File: src/hw/rtl/ber_tlv_stream_parser_macros.svh
// Assertion macros for the BER TLV stream parser.
// Used by ber_tlv_stream_parser.sv; expects clk and rst_n in scope.
`ifndef BER_TLV_STREAM_PARSER_MACROS_SVH
`define BER_TLV_STREAM_PARSER_MACROS_SVH

// cons must hold in the same cycle as cond
`define BTSP_ASSERT_NOW(label, cond, cons, msg) \
    label: assert property (@(posedge clk) disable iff (!rst_n) (cond) |-> (cons)) \
        else $error(msg);

// cons must hold in the cycle after cond
`define BTSP_ASSERT_NEXT(label, cond, cons, msg) \
    label: assert property (@(posedge clk) disable iff (!rst_n) (cond) |=> (cons)) \
        else $error(msg);

`endif

File: src/hw/rtl/btsp_pkg.sv
// Shared constants and codes for the BER TLV stream parser.
// No dependencies; used by ber_tlv_stream_parser.sv.
package btsp_pkg;

    localparam int MAX_DEPTH     = 8;
    localparam int MAX_PER_LEVEL = 16;
    localparam int OFFSET_BITS   = 16;

    // derived widths
    localparam int LVL_W  = $clog2(MAX_DEPTH + 1);
    localparam int ESTK_W = (MAX_DEPTH > 1) ? $clog2(MAX_DEPTH) : 1;
    localparam int CNT_W  = $clog2(MAX_PER_LEVEL + 1);
    localparam int LEN_W  = 16;
    localparam int SUM_W  = ((OFFSET_BITS > LEN_W) ? OFFSET_BITS : LEN_W) + 1;

    // tag / length byte fields
    localparam int TAG_CONS_BIT = 5;
    localparam int LEN_LONG_BIT = 7;

    typedef logic [1:0] kind_t;
    localparam kind_t KIND_HDR     = 2'd0;
    localparam kind_t KIND_CONTENT = 2'd1;
    localparam kind_t KIND_ERR     = 2'd2;

    typedef logic [1:0] err_t;
    localparam err_t ERR_NONE    = 2'd0;
    localparam err_t ERR_TRUNC   = 2'd1;
    localparam err_t ERR_OVERRUN = 2'd2;
    localparam err_t ERR_DEPTH   = 2'd3;

endpackage

File: src/hw/rtl/ber_tlv_stream_parser.sv
// BER TLV stream parser: one message byte in, at most one record out per byte.
// Depends on btsp_pkg.sv and ber_tlv_stream_parser_macros.svh.
//
// Usage:
//   Input channel (item_valid / item_stall) carries one message byte per request,
//   with last_byte marking the final byte of a message. Output channel
//   (result_valid / result_stall) carries element headers, primitive content
//   bytes and error records.
//   Timing: a byte is registered in the input register on accept; its record,
//   if any, is registered in the result register that drives the result port.
//   Throughput: one byte per cycle while no record is stalled; all work for
//   a byte is one pass of logic from the input register to the result register.
//   Open levels are closed by comparing every stacked end offset in parallel.
//   Stall: when the result register holds a record that is stalled, the input
//   register cannot drain and item_stall rises; nothing is dropped.
//   Reset: rst_n clears the parse state, the pipeline valids and the level
//   counters. The level end stack is not cleared; only pushed entries are read.
//   After the last byte of a message the parser returns to its reset state.
module ber_tlv_stream_parser
(
    input  logic                   clk,
    input  logic                   rst_n,

    input  logic                   item_valid,
    output logic                   item_stall,
    input  logic [7:0]             data_byte,
    input  logic                   last_byte,

    output logic                   result_valid,
    input  logic                   result_stall,
    output logic [1:0]             kind,
    output logic [7:0]             tag,
    output logic [15:0]            length,
    output logic [3:0]             depth,
    output logic [15:0]            content_offset,
    output logic                   constructed,
    output logic [3:0]             index_in_level,
    output logic [7:0]             content_byte,
    output logic [1:0]             error_code,
    output logic                   end_of_input
);

`include "ber_tlv_stream_parser_macros.svh"

    localparam int OFF_W = btsp_pkg::OFFSET_BITS;
    localparam int LVL_W = btsp_pkg::LVL_W;
    localparam int EST_W = btsp_pkg::ESTK_W;
    localparam int CNT_W = btsp_pkg::CNT_W;
    localparam int LEN_W = btsp_pkg::LEN_W;
    localparam int SUM_W = btsp_pkg::SUM_W;
    localparam int NDEP  = btsp_pkg::MAX_DEPTH;

    // parse phases
    localparam logic [2:0] PH_TAG     = 3'd0;
    localparam logic [2:0] PH_LEN     = 3'd1;
    localparam logic [2:0] PH_LONG    = 3'd2;
    localparam logic [2:0] PH_CONTENT = 3'd3;
    localparam logic [2:0] PH_SKIP    = 3'd4;
    localparam logic [2:0] PH_ERR     = 3'd5;

    // ---------------- input register ----------------
    logic       s1_valid_reg;
    logic [7:0] s1_data_reg;
    logic       s1_last_reg;
    logic       out_free;
    logic       s1_fire;

    // result register can take a new record (or drop the old one)
    assign out_free   = !result_valid || !result_stall;
    assign s1_fire    = s1_valid_reg && out_free;
    assign item_stall = s1_valid_reg && !out_free;

    always_ff @(posedge clk or negedge rst_n)
    begin
        if (!rst_n)
        begin
            s1_valid_reg <= 1'b0;
        end
        else if (!item_stall)
        begin
            s1_valid_reg <= item_valid;
        end
    end

    always_ff @(posedge clk)
    begin
        if (item_valid && !item_stall)
        begin
            s1_data_reg <= data_byte;
            s1_last_reg <= last_byte;
        end
    end

    // ---------------- parse state ----------------
    logic [2:0]       phase_reg,  phase_next;
    logic [7:0]       tag_reg,    tag_next;
    logic [LEN_W-1:0] len_reg,    len_next;
    logic [6:0]       left_reg,   left_next;
    logic [OFF_W-1:0] offset_reg;
    logic [OFF_W-1:0] eend_reg,   eend_next;
    logic [LVL_W-1:0] level_reg,  level_next;
    logic [OFF_W-1:0] estk_reg [NDEP];
    logic [CNT_W-1:0] cnt_reg  [NDEP+1];

    logic [OFF_W-1:0] nxt_off;
    logic [LVL_W-1:0] lv;
    logic [CNT_W-1:0] cnt_cur;
    logic [6:0]       left_dec;
    logic             finish;
    logic             emit_content;
    logic             cons;
    logic [SUM_W-1:0] end_full;
    logic [OFF_W-1:0] end_off;
    logic [OFF_W-1:0] parent_end;
    logic             overrun;
    logic             too_deep;
    logic             hdr_ok;
    logic             push;
    logic [LVL_W-1:0] lvl_after;
    logic [OFF_W-1:0] estk_after [NDEP];
    logic             still;
    logic             trunc;
    btsp_pkg::err_t   err;

    assign nxt_off    = offset_reg + OFF_W'(1);
    assign lv         = level_reg;
    assign cnt_cur    = cnt_reg[lv];
    assign parent_end = estk_reg[EST_W'(lv - LVL_W'(1))];

    always_comb
    begin
        phase_next   = phase_reg;
        tag_next     = tag_reg;
        len_next     = len_reg;
        left_next    = left_reg;
        eend_next    = eend_reg;
        finish       = 1'b0;
        emit_content = 1'b0;
        left_dec     = (left_reg != 7'd0) ? (left_reg - 7'd1) : 7'd0;

        case (phase_reg)
            PH_TAG:
            begin
                if (cnt_cur >= CNT_W'(btsp_pkg::MAX_PER_LEVEL))
                begin
                    phase_next = PH_SKIP;
                end
                else
                begin
                    tag_next   = s1_data_reg;
                    phase_next = PH_LEN;
                end
            end
            PH_LEN:
            begin
                if (s1_data_reg[btsp_pkg::LEN_LONG_BIT])
                begin
                    len_next  = '0;
                    left_next = s1_data_reg[6:0];
                    if (s1_data_reg[6:0] == 7'd0)
                    begin
                        finish = 1'b1;        // indefinite form taken as empty
                    end
                    else
                    begin
                        phase_next = PH_LONG;
                    end
                end
                else
                begin
                    len_next = LEN_W'(s1_data_reg);
                    finish   = 1'b1;
                end
            end
            PH_LONG:
            begin
                len_next  = {len_reg[LEN_W-9:0], s1_data_reg};
                left_next = left_dec;
                finish    = (left_dec == 7'd0);
            end
            PH_CONTENT:
            begin
                emit_content = 1'b1;
                if (nxt_off == eend_reg)
                begin
                    phase_next = PH_TAG;
                end
            end
            default:
            begin
                phase_next = phase_reg;
            end
        endcase

        // element header complete
        cons     = tag_reg[btsp_pkg::TAG_CONS_BIT];
        end_full = SUM_W'(nxt_off) + SUM_W'(len_next);
        end_off  = end_full[OFF_W-1:0];
        overrun  = finish && (lv != '0) && (end_full > SUM_W'(parent_end));
        too_deep = finish && !overrun && cons && (len_next != '0) &&
                   (lv >= LVL_W'(NDEP));
        hdr_ok   = finish && !overrun && !too_deep;
        push     = hdr_ok && cons && (len_next != '0);

        if (hdr_ok)
        begin
            if (push)
            begin
                phase_next = PH_TAG;
            end
            else if (len_next != '0)
            begin
                eend_next  = end_off;
                phase_next = PH_CONTENT;
            end
            else
            begin
                phase_next = PH_TAG;
            end
        end

        lvl_after = push ? (lv + LVL_W'(1)) : lv;
        for (int i = 0; i < NDEP; i++)
        begin
            estk_after[i] = (push && (LVL_W'(i) == lv)) ? end_off : estk_reg[i];
        end

        if (overrun)
        begin
            err = btsp_pkg::ERR_OVERRUN;
        end
        else if (too_deep)
        begin
            err = btsp_pkg::ERR_DEPTH;
        end
        else
        begin
            err = btsp_pkg::ERR_NONE;
        end

        // close every level whose end is reached at this offset
        level_next = lvl_after;
        still      = (err == btsp_pkg::ERR_NONE) &&
                     ((phase_next == PH_TAG) || (phase_next == PH_SKIP));
        for (int i = NDEP - 1; i >= 0; i--)
        begin
            if (LVL_W'(i) < lvl_after)
            begin
                if (still && (estk_after[i] == nxt_off))
                begin
                    level_next = LVL_W'(i);
                end
                else
                begin
                    still = 1'b0;
                end
            end
        end
        if (level_next != lvl_after)
        begin
            phase_next = PH_TAG;
        end

        if (err != btsp_pkg::ERR_NONE)
        begin
            phase_next = PH_ERR;
        end

        trunc = s1_last_reg && (err == btsp_pkg::ERR_NONE) && (phase_next != PH_ERR) &&
                !(((phase_next == PH_TAG) || (phase_next == PH_SKIP)) &&
                  (level_next == '0));
        if (trunc)
        begin
            err = btsp_pkg::ERR_TRUNC;
        end
    end

    always_ff @(posedge clk or negedge rst_n)
    begin
        if (!rst_n)
        begin
            phase_reg  <= PH_TAG;
            tag_reg    <= '0;
            len_reg    <= '0;
            left_reg   <= '0;
            offset_reg <= '0;
            eend_reg   <= '0;
            level_reg  <= '0;
            for (int i = 0; i <= NDEP; i++)
            begin
                cnt_reg[i] <= '0;
            end
        end
        else if (s1_fire)
        begin
            if (s1_last_reg)
            begin
                // message done: back to reset state
                phase_reg  <= PH_TAG;
                tag_reg    <= '0;
                len_reg    <= '0;
                left_reg   <= '0;
                offset_reg <= '0;
                eend_reg   <= '0;
                level_reg  <= '0;
                for (int i = 0; i <= NDEP; i++)
                begin
                    cnt_reg[i] <= '0;
                end
            end
            else
            begin
                phase_reg  <= phase_next;
                tag_reg    <= tag_next;
                len_reg    <= len_next;
                left_reg   <= left_next;
                offset_reg <= nxt_off;
                eend_reg   <= eend_next;
                level_reg  <= level_next;
                for (int i = 0; i <= NDEP; i++)
                begin
                    if (hdr_ok && (LVL_W'(i) == lv))
                    begin
                        cnt_reg[i] <= cnt_cur + CNT_W'(1);
                    end
                    else if (push && (LVL_W'(i) == lvl_after))
                    begin
                        cnt_reg[i] <= '0;
                    end
                end
            end
        end
    end

    // level end stack: no reset, entries are read only after a push
    always_ff @(posedge clk)
    begin
        if (s1_fire && push && !s1_last_reg)
        begin
            estk_reg[EST_W'(lv)] <= end_off;
        end
    end

    // ---------------- result register ----------------
    logic        rv_reg;
    logic        emit;
    logic [1:0]  kind_reg;
    logic [7:0]  tag_out_reg;
    logic [15:0] len_out_reg;
    logic [3:0]  depth_reg;
    logic [15:0] coff_reg;
    logic        cons_reg;
    logic [3:0]  idx_reg;
    logic [7:0]  cbyte_reg;
    logic [1:0]  ecode_reg;
    logic        eoi_reg;
    logic [OFF_W-1:0] content_start;

    assign emit          = (err != btsp_pkg::ERR_NONE) || hdr_ok || emit_content;
    assign content_start = eend_reg - OFF_W'(len_reg);

    always_ff @(posedge clk or negedge rst_n)
    begin
        if (!rst_n)
        begin
            rv_reg <= 1'b0;
        end
        else if (out_free)
        begin
            rv_reg <= s1_valid_reg && emit;
        end
    end

    always_ff @(posedge clk)
    begin
        if (s1_fire)
        begin
            eoi_reg <= s1_last_reg;
            if (err != btsp_pkg::ERR_NONE)
            begin
                kind_reg    <= btsp_pkg::KIND_ERR;
                tag_out_reg <= tag_next;
                len_out_reg <= '0;
                depth_reg   <= 4'(level_next);
                coff_reg    <= '0;
                cons_reg    <= 1'b0;
                idx_reg     <= '0;
                cbyte_reg   <= '0;
                ecode_reg   <= err;
            end
            else if (hdr_ok)
            begin
                kind_reg    <= btsp_pkg::KIND_HDR;
                tag_out_reg <= tag_reg;
                len_out_reg <= 16'(len_next);
                depth_reg   <= 4'(lv);
                coff_reg    <= 16'(nxt_off);
                cons_reg    <= cons;
                idx_reg     <= 4'(cnt_cur);
                cbyte_reg   <= '0;
                ecode_reg   <= btsp_pkg::ERR_NONE;
            end
            else
            begin
                kind_reg    <= btsp_pkg::KIND_CONTENT;
                tag_out_reg <= tag_reg;
                len_out_reg <= 16'(len_reg);
                depth_reg   <= 4'(lv);
                coff_reg    <= 16'(content_start);
                cons_reg    <= 1'b0;
                idx_reg     <= (cnt_cur != '0) ? 4'(cnt_cur - CNT_W'(1)) : 4'd0;
                cbyte_reg   <= s1_data_reg;
                ecode_reg   <= btsp_pkg::ERR_NONE;
            end
        end
    end

    assign result_valid   = rv_reg;
    assign kind           = kind_reg;
    assign tag            = tag_out_reg;
    assign length         = len_out_reg;
    assign depth          = depth_reg;
    assign content_offset = coff_reg;
    assign constructed    = cons_reg;
    assign index_in_level = idx_reg;
    assign content_byte   = cbyte_reg;
    assign error_code     = ecode_reg;
    assign end_of_input   = eoi_reg;

    // ---------------- assertions ----------------
    `BTSP_ASSERT_NOW(a_err_kind, result_valid,
        ((kind == btsp_pkg::KIND_ERR) == (error_code != btsp_pkg::ERR_NONE)),
        "error code does not match record kind")
    `BTSP_ASSERT_NOW(a_stall_cause, item_stall, (result_valid && result_stall),
        "input stalled while result register is free")
    `BTSP_ASSERT_NOW(a_level_bound, 1'b1, (level_reg <= LVL_W'(NDEP)),
        "nesting level beyond stack bound")
    `BTSP_ASSERT_NOW(a_count_bound, 1'b1,
        (cnt_cur <= CNT_W'(btsp_pkg::MAX_PER_LEVEL)),
        "sibling count beyond level limit")
    `BTSP_ASSERT_NEXT(a_msg_restart, (s1_fire && s1_last_reg),
        ((phase_reg == PH_TAG) && (level_reg == '0) && (offset_reg == '0)),
        "parser not back in start state after last byte")

endmodule

File: config.mk
export PLATFORM = sky130hd
export DESIGN_NAME = ber_tlv_stream_parser
export DESIGN_NICKNAME = d
export VERILOG_FILES = /design/src/hw/rtl/btsp_pkg.sv /design/src/hw/rtl/ber_tlv_stream_parser.sv
export VERILOG_INCLUDE_DIRS = /design/src /design/src/hw/rtl
export SDC_FILE = /design/constraint.sdc
export NUM_CORES = 1
export LEC_CHECK = 0
export ABC_CLOCK_PERIOD_IN_PS = 10900
export BUFFER_PORTS_ARGS = -buffer_cell sky130_fd_sc_hd__buf_2
export CAP_MARGIN = 0
export CORE_ASPECT_RATIO = 2
export CORE_MARGIN = 4
export CORE_UTILIZATION = 35
export DETAILED_ROUTE_END_ITERATION = 16
export SYNTH_ARGS = -nofsm -noshare
export SYNTH_HDL_FRONTEND = slang
export SYNTH_SLANG_ARGS = --single-unit
File: constraint.sdc
create_clock -name clk -period 10.9 [get_ports clk]
set_clock_uncertainty 0.2 [all_clocks]
set_input_delay 1.635 -clock clk [delete_from_list [all_inputs] [get_ports clk]]
set_output_delay 1.635 -clock clk [all_outputs]
set_load 0.01 [all_outputs]
### Yosys cells after proc, flatten, opt, wreduce, memory -nomap -nowiden

Memory sizes are Yosys's and may differ from the RTL's.
Index checks and enable logic that the tools add are counted.

| word-level totals | value |
|---|---|
| bits in registers | 188 |
| RAM bits | 128 |
| bits of input ports | 13 |
| output and inout port bits | 64 |
| word-level logic and storage cells | 298 |
| memories | 1 |

| operators by class | value |
|---|---|
| $add $sub $neg | 8 |
| order comparisons | 12 |
| equal/unequal tests | 34 |
| muxes and demuxes | 104 |
| bitwise operators | 2 |
| reduce and logical (&&, ||, !) cells | 107 |

Memories:

| memory | depth | width | rd ports | clocked after Yosys merged registers in | wr ports | RTL line | text |
|---|---|---|---|---|---|---|---|
| estk_reg | 8 | 16 | 9 | 0 | 1 | ber_tlv_stream_parser.sv:102 | `logic [OFF_W-1:0] estk_reg [NDEP];` |

Operators by type and width:

| cell | count |
|---|---|
| 16-bit two-way mux | 16 |
| 16-bit equality test | 9 |
| 5-bit two-way mux | 20 |
| 4-bit two-way mux | 21 |
| 1-bit logical AND | 54 |
| 45-bit two-way mux | 1 |
| 3-bit by 4-bit equality test with 1-bit output (first input constant) | 8 |
| 8-bit two-way mux | 4 |
| 16-bit case mux with 2 select lines | 1 |
| 3-bit nonzero test | 10 |
| 7-bit two-way mux | 4 |
| 3-bit two-way mux | 8 |
| 5-bit binary-select mux with 4-bit select | 1 |
| 1-bit two-way mux | 20 |
| 2-bit AND reduction | 9 |
| 16-bit by 16-bit adder with 17-bit output | 1 |
| 17-bit by 16-bit > comparator with 1-bit output | 1 |
| 16-bit by 1-bit adder with 16-bit output (second input constant) | 1 |
| 2-bit by 4-bit equality test with 1-bit output (first input constant) | 4 |
| 3-bit by 4-bit less-than comparator with 1-bit output (first input constant) | 4 |
| 16-bit nonzero test | 1 |
| 16-bit subtractor | 1 |
| 7-bit logical NOT | 2 |
| 7-bit case mux with 2 select lines | 1 |
| 34 further kinds | 65 |

### Logic depth before layout (Yosys ltp)

| depth | value |
|---|---|
| depth after elaboration | 57 |
| depth in mapped cells | 34 |
| gate-level depth less buffers | 30 |

### Least setup slack after synthesis

No wires, ideal clock.

| timing | value |
|---|---|
| path kind | flip-flop to flip-flop |
| start point | register offset_reg[1] |
| end point | register depth_reg[2], in the netlist depth[2], data pin |
| library setup time | 0.273 ns |
| data arrival time | 8.238 ns |
| data required time | 10.427 ns |
| path slack | 2.189 ns |
| stages on the path, launching flop included | 33 |
| path buffers | 3 |
| period minus slack after synthesis | 8.711 ns |
| cells stage by stage | dfrtp_1 > ha_1 > and3_1 > clkbuf_1 > and3_1 > xnor2_1 > clkinv_1 > ha_1 > and3_1 > o211a_1 > or2_2 > o311a_1 > or4_1 > nand3_1 > ha_1 > and4_1 > a221oi_1 > nand2_1 > a311oi_2 > o32ai_4 > a21oi_2 > buf_4 > mux2i_1 > xnor2_1 > or4_1 > nor4_1 > o2bb2ai_1 > nand4_1 > o21ai_1 > a211oi_2 > a31oi_4 > buf_2 > o22ai_1 |

| between the ends | value |
|---|---|
| cells in the longest elaborated chain, start to end | 53 |
| elaborated cells between the ends (all ways) | 113 |
| classes of those cells | 2 x add/sub; 9 x order compare; 13 x eq/ne; 49 x mux; 40 x reduce/logical |

RTL lines:

| element | RTL line | text |
|---|---|---|
| start, declared | ber_tlv_stream_parser.sv:99 | `logic [OFF_W-1:0] offset_reg;` |
| start signal, assigned | ber_tlv_stream_parser.sv:317 | `offset_reg <= nxt_off;` |
| 16-bit by 1-bit adder with 16-bit output * | ber_tlv_stream_parser.sv:125 | `assign nxt_off = offset_reg + OFF_W'(1);` |
| 16-bit by 16-bit adder with 17-bit output | ber_tlv_stream_parser.sv:197 | `end_full = SUM_W'(nxt_off) + SUM_W'(len_next);` |
| 17-bit by 16-bit > comparator with 1-bit output | ber_tlv_stream_parser.sv:199 | `overrun = finish && (lv != '0) && (end_full > SUM_W'(parent_end));` |
| 1-bit logical AND | ber_tlv_stream_parser.sv:199 |  |
| 1-bit logical NOT | ber_tlv_stream_parser.sv:200, ber_tlv_stream_parser.sv:202 |  |
| 1-bit logical AND | ber_tlv_stream_parser.sv:200, ber_tlv_stream_parser.sv:202 |  |
| 1-bit logical AND (3 in a row) | ber_tlv_stream_parser.sv:200 | `too_deep = finish && !overrun && cons && (len_next != '0) &&` |
| 1-bit logical NOT | ber_tlv_stream_parser.sv:202 | `hdr_ok = finish && !overrun && !too_deep;` |
| [35 not listed] | - |  |
| 3-bit equality test or 3-bit logical NOT (tied branches) | ber_tlv_stream_parser.sv:270 | `!(((phase_next == PH_TAG) \|\| (phase_next == PH_SKIP)) &&` |
| 1-bit logical OR | ber_tlv_stream_parser.sv:270 |  |
| 1-bit logical AND | ber_tlv_stream_parser.sv:270 |  |
| 1-bit logical NOT | ber_tlv_stream_parser.sv:270 |  |
| 1-bit logical AND | ber_tlv_stream_parser.sv:269 | `trunc = s1_last_reg && (err == btsp_pkg::ERR_NONE) && (phase_next != PH_ERR) &&` |
| 2-bit two-way mux | ber_tlv_stream_parser.sv:272 | `if (trunc)` |
| 2-bit nonzero test | ber_tlv_stream_parser.sv:379 | `if (err != btsp_pkg::ERR_NONE)` |
| 4-bit two-way mux * | ber_tlv_stream_parser.sv:379 |  |
| end signal, assigned | ber_tlv_stream_parser.sv:384 | `depth_reg <= 4'(level_next);` |
| end signal, assigned | ber_tlv_stream_parser.sv:396 | `depth_reg <= 4'(lv);` |
| end signal, assigned | ber_tlv_stream_parser.sv:408 | `depth_reg <= 4'(lv);` |
| end, declared | ber_tlv_stream_parser.sv:350 | `logic [3:0] depth_reg;` |

Mark *: on every way between the ends. The rest lies on a longest branch, timed or not.
A chain may end at the register's enable or synchronous reset.

### Worst setup path in the final report

| timing | value |
|---|---|
| start point | register phase_reg[0] |
| end point | register len_out_reg[15], in the netlist length[15], data pin |

| between the ends | value |
|---|---|
| cells in the longest elaborated chain, start to end | 53 |
| elaborated cells between the ends (all ways) | 122 |
| classes of those cells | 1 x add/sub; 9 x order compare; 15 x eq/ne; 54 x mux; 43 x reduce/logical |

RTL lines:

| element | RTL line | text |
|---|---|---|
| start, declared | ber_tlv_stream_parser.sv:95 | `logic [2:0] phase_reg, phase_next;` |
| start signal, assigned | ber_tlv_stream_parser.sv:313 | `phase_reg <= phase_next;` |
| 3-bit by 2-bit equality test with 1-bit output or 3-bit by 1-bit equality test with 1-bit output (tied branches) | ber_tlv_stream_parser.sv:141 | `case (phase_reg)` |
| 16-bit case mux with 2 select lines | ber_tlv_stream_parser.sv:141 |  |
| 16-bit by 16-bit adder with 17-bit output | ber_tlv_stream_parser.sv:197 |  |
| 17-bit by 16-bit > comparator with 1-bit output | ber_tlv_stream_parser.sv:199 |  |
| 1-bit logical AND | ber_tlv_stream_parser.sv:199 |  |
| 1-bit logical NOT | ber_tlv_stream_parser.sv:200, ber_tlv_stream_parser.sv:202 |  |
| 1-bit logical AND | ber_tlv_stream_parser.sv:200, ber_tlv_stream_parser.sv:202 |  |
| 1-bit logical AND (3 in a row) | ber_tlv_stream_parser.sv:200 |  |
| [35 not listed] | - |  |
| 3-bit two-way mux | ber_tlv_stream_parser.sv:264 | `if (err != btsp_pkg::ERR_NONE)` |
| 3-bit equality test or 3-bit logical NOT (tied branches) | ber_tlv_stream_parser.sv:270 |  |
| 1-bit logical OR | ber_tlv_stream_parser.sv:270 |  |
| 1-bit logical AND | ber_tlv_stream_parser.sv:270 |  |
| 1-bit logical NOT | ber_tlv_stream_parser.sv:270 |  |
| 1-bit logical AND | ber_tlv_stream_parser.sv:269 |  |
| 2-bit two-way mux | ber_tlv_stream_parser.sv:272 |  |
| 2-bit nonzero test | ber_tlv_stream_parser.sv:379 |  |
| end signal, assigned | ber_tlv_stream_parser.sv:395 | `len_out_reg <= 16'(len_next);` |
| end signal, assigned | ber_tlv_stream_parser.sv:407 | `len_out_reg <= 16'(len_reg);` |
| end, declared | ber_tlv_stream_parser.sv:349 | `logic [15:0] len_out_reg;` |

Parallel ways exist; a longest one is shown, timed or not.

==> results.cfg <==
[layout]
final_cells = 2831
fin_util = 0.401
fillers = 5559
largest_reg_flops = 128
area_growth_pct = 13.2
n_antenna_cell = 0
drive_above_1_share = 0.163
finalNetCount = 2120

[detailed_routing]
drtIter0Drc = 1654
drc_errors = 0
drt_first_pass_iters = 5
detail-route-antenna-nets = 0
via_per_inst = 5.97
wirelength_um = 83300
wl_per_cell_um = 29.4
routed-via-count = 16900

[worst_setup_path]
cp-start-kind = register
r2r-end = length[15]$_SDFFCE_PN0P_
worstSetupPathType = reg2reg
crit_slowest_cell = dfrtp_1
end_kind = register
r2r_setup_slack_ns = 0.43
critPathArrivalTime_ns = 10.73
reg2regPathDepth = 31
cpPeakStageDelay_ns = 0.79
crit_start = phase_reg[0]$_DFFE_PN0P_
critPathMaxFanout = 43
critPathRequiredTime_ns = 11.16
reg2reg_from = phase_reg[0]$_DFFE_PN0P_

[synthesis]
ys.flop_type = edfxtp_1
synth_common_cells = edfxtp_1 (199), nand2_1 (190), xnor2_1 (157)
synth_edf_count = 199
synth.distinct_cells = 96
ys_warn_count = 0
syn_inst = 1945
synth_seq_cells = 316
synth_top_area_share = 0.295
synth.avg_cell_area_sq_um = 10.4
syn-num-nets = 2014
synthMostInstantiatedCell = edfxtp_1
yosysTopAreaCell = edfxtp_1
synth_area_sq_um = 20300
seq_area_frac_synth = 0.439
ys_top_cells_by_area = edfxtp_1 (29%), dfrtp_1 (14%), xnor2_1 (6.8%), mux2i_1 (5.8%), mux4_2 (3.9%)
synthArstFlopShare = 0.370

[timing]
drv_slew = 0
setup_violations = 0
setup_tns_ns = 0
rsz0062_at_grt = no
setup_ws_ns = 0.432
max_freq_mhz = 95.5
relSlewSlack = 0.180
hold_violations = 0
min_period_ns = 10.47
finalCritPeriodShare = 0.960
worst_pin_slew_ns = 1.22

[global_route]
grt_pass1_wl_um = 119000
grt_pass1_vias = 17300
grt_overflow = 0
track_usage = 0.264
grt_max_degree = 83
antenna_found_initial = 2

[min_path]
hold_start = cnt_reg[37]$_DFFE_PN0P_
hold_path_class = reg2reg
hold_depth = 2
min_to = cnt_reg[37]$_DFFE_PN0P_

[die]
die_area_sq_um = 62000
rows = 124
die_w_um = 178
start_util = 0.354
top_level_ports = 77
coreArea_sq_um = 57200
die_h_um = 348

[clocking]
cts-resized-gates = 0
cts.clk_slew.worst_paths_ns = 0.07
post_cts_buffers = 0
postCtsHoldBufs = 0
cts_root_buf = clkbuf_16
htreeDepth = 1
clockBufferDepth = 3
clock_latency_ns = 0.65
cts_tree = yes
cts_sinks = 316
cts_made_buffers = 30

[placement]
hpwl_um = 64100
port_buffers = 76
routabilityCongestion = 1.03
place_inst = 2775
place_ws_ns = 0.233

[run]
cap_viol_max_count = 0

[outcome]
outcome = finished, final reports clean

[power]
power.total_mw = 4.90
vdd_drop_max_v = 0.000151
power_density_nw_per_um2 = 214
total_leakage_power_nw = 8.70
-- metal layers --
metal	up-vias	track usage	share of wire
li1	7461	-	-
met1	8437	0.251	0.31
met2	712	0.493	0.53
met3	282	0.0313	0.049
met4	0	0.221	0.10
met5	-	0	0
-- metrics by stage --
step / cell area (sq um) / hold slack [ns]
floorplan: 20300 / 0.224
global placement: 21900 / 0.260
detailed placement: 21900 / 0.266
CTS: 22900 / 0.281
global route: 22900 / 0.302
finish: 22900 / 0.279
-- cell usage in the layout (no fill, tap or decap), types with 11 or more instances in the layout --
master | Yosys | final
a22o_1 | 28 | 28
mux4_2 | 35 | 35
nand3b_1 | 13 | 13
o31ai_1 | 36 | 35
o21ai_0 | 102 | 102
nor2_1 | 138 | 137
nand3_1 | 47 | 47
and3_1 | 17 | 17
buf_4 | 3 | 90
xor2_1 | 24 | 24
inv_2 | 11 | 11
buf_2 | 12 | 75
mux2i_1 | 118 | 117
clkbuf_16 | 0 | 30
a31oi_1 | 12 | 12
o22ai_1 | 16 | 16
edfxtp_1 | 199 | 199
nand2_1 | 190 | 189
inv_1 | 62 | 62
a211oi_2 | 17 | 17
ha_1 | 54 | 53
dfrtp_1 | 117 | 116
nand2b_1 | 22 | 22
a21o_1 | 24 | 24
a22oi_1 | 14 | 14
nand4_1 | 30 | 30
nor4_1 | 24 | 23
and2_1 | 14 | 14
a21oi_1 | 92 | 92
xnor2_1 | 157 | 156
nor3_1 | 33 | 33
-- cell type report --
cell class / instances / area [sq um] / area share
clock inverter: 23 / 209 / 0.00911
timing repair buffer: 166 / 1070 / 0.0467
tap: 756 / 946 / 0.0412
multi-input combinational: 1459 / 10700 / 0.468
inverter: 78 / 295 / 0.0129
clock buffer: 33 / 782 / 0.0341
sequential: 316 / 8900 / 0.388
-- critical path, delay by kind of cell, from the launching register on --
family / cells / cell delay (ns)
AO/OA/AOI/OAI: 16 / 4.71
AND/OR/NAND/NOR: 9 / 2.48
adder cells (fa/ha/maj): 3 / 1.03
flip-flops: 1 / 0.79
multiplexers: 1 / 0.54
buffers and inverters: 2 / 0.49
-- cells by family (layout without fill, tap and decap cells) --
kind of cell               count (synthesis)  count (layout)  synth area share
muxes                                    166             166             0.105
and+or+nand+nor                          586             586             0.140
DFF                                      316             316             0.439
xor gates and xnor gates                 186             186            0.0835
AOI/OAI and AO/OA                        465             465             0.163
adders and majority gates                 56              56            0.0353
buffers and inverters                    170             300            0.0339
-- power by group --
group          leakage, nW  internal, mW  total, mW  switching [mW]
Sequential            3.50          1.54       1.66           0.119
Clock                0.469         0.572       1.09           0.520
Combinational         4.73         0.747       2.15            1.40
-- worst max path at each step --
stage | depth (start not counted) | slack, ns | to
floorplan | 32 | 2.19 | depth[2]$_DFFE_PP_
detailed placement | 31 | 0.23 | length[15]$_SDFFCE_PN0P_
global placement | 31 | 0.30 | length[15]$_SDFFCE_PN0P_
finish | 31 | 0.43 | length[15]$_SDFFCE_PN0P_
CTS | 31 | 0.20 | length[15]$_SDFFCE_PN0P_
global route | 31 | 0.11 | length[10]$_SDFFCE_PN0P_
Power figures use the tool's default switching activity.
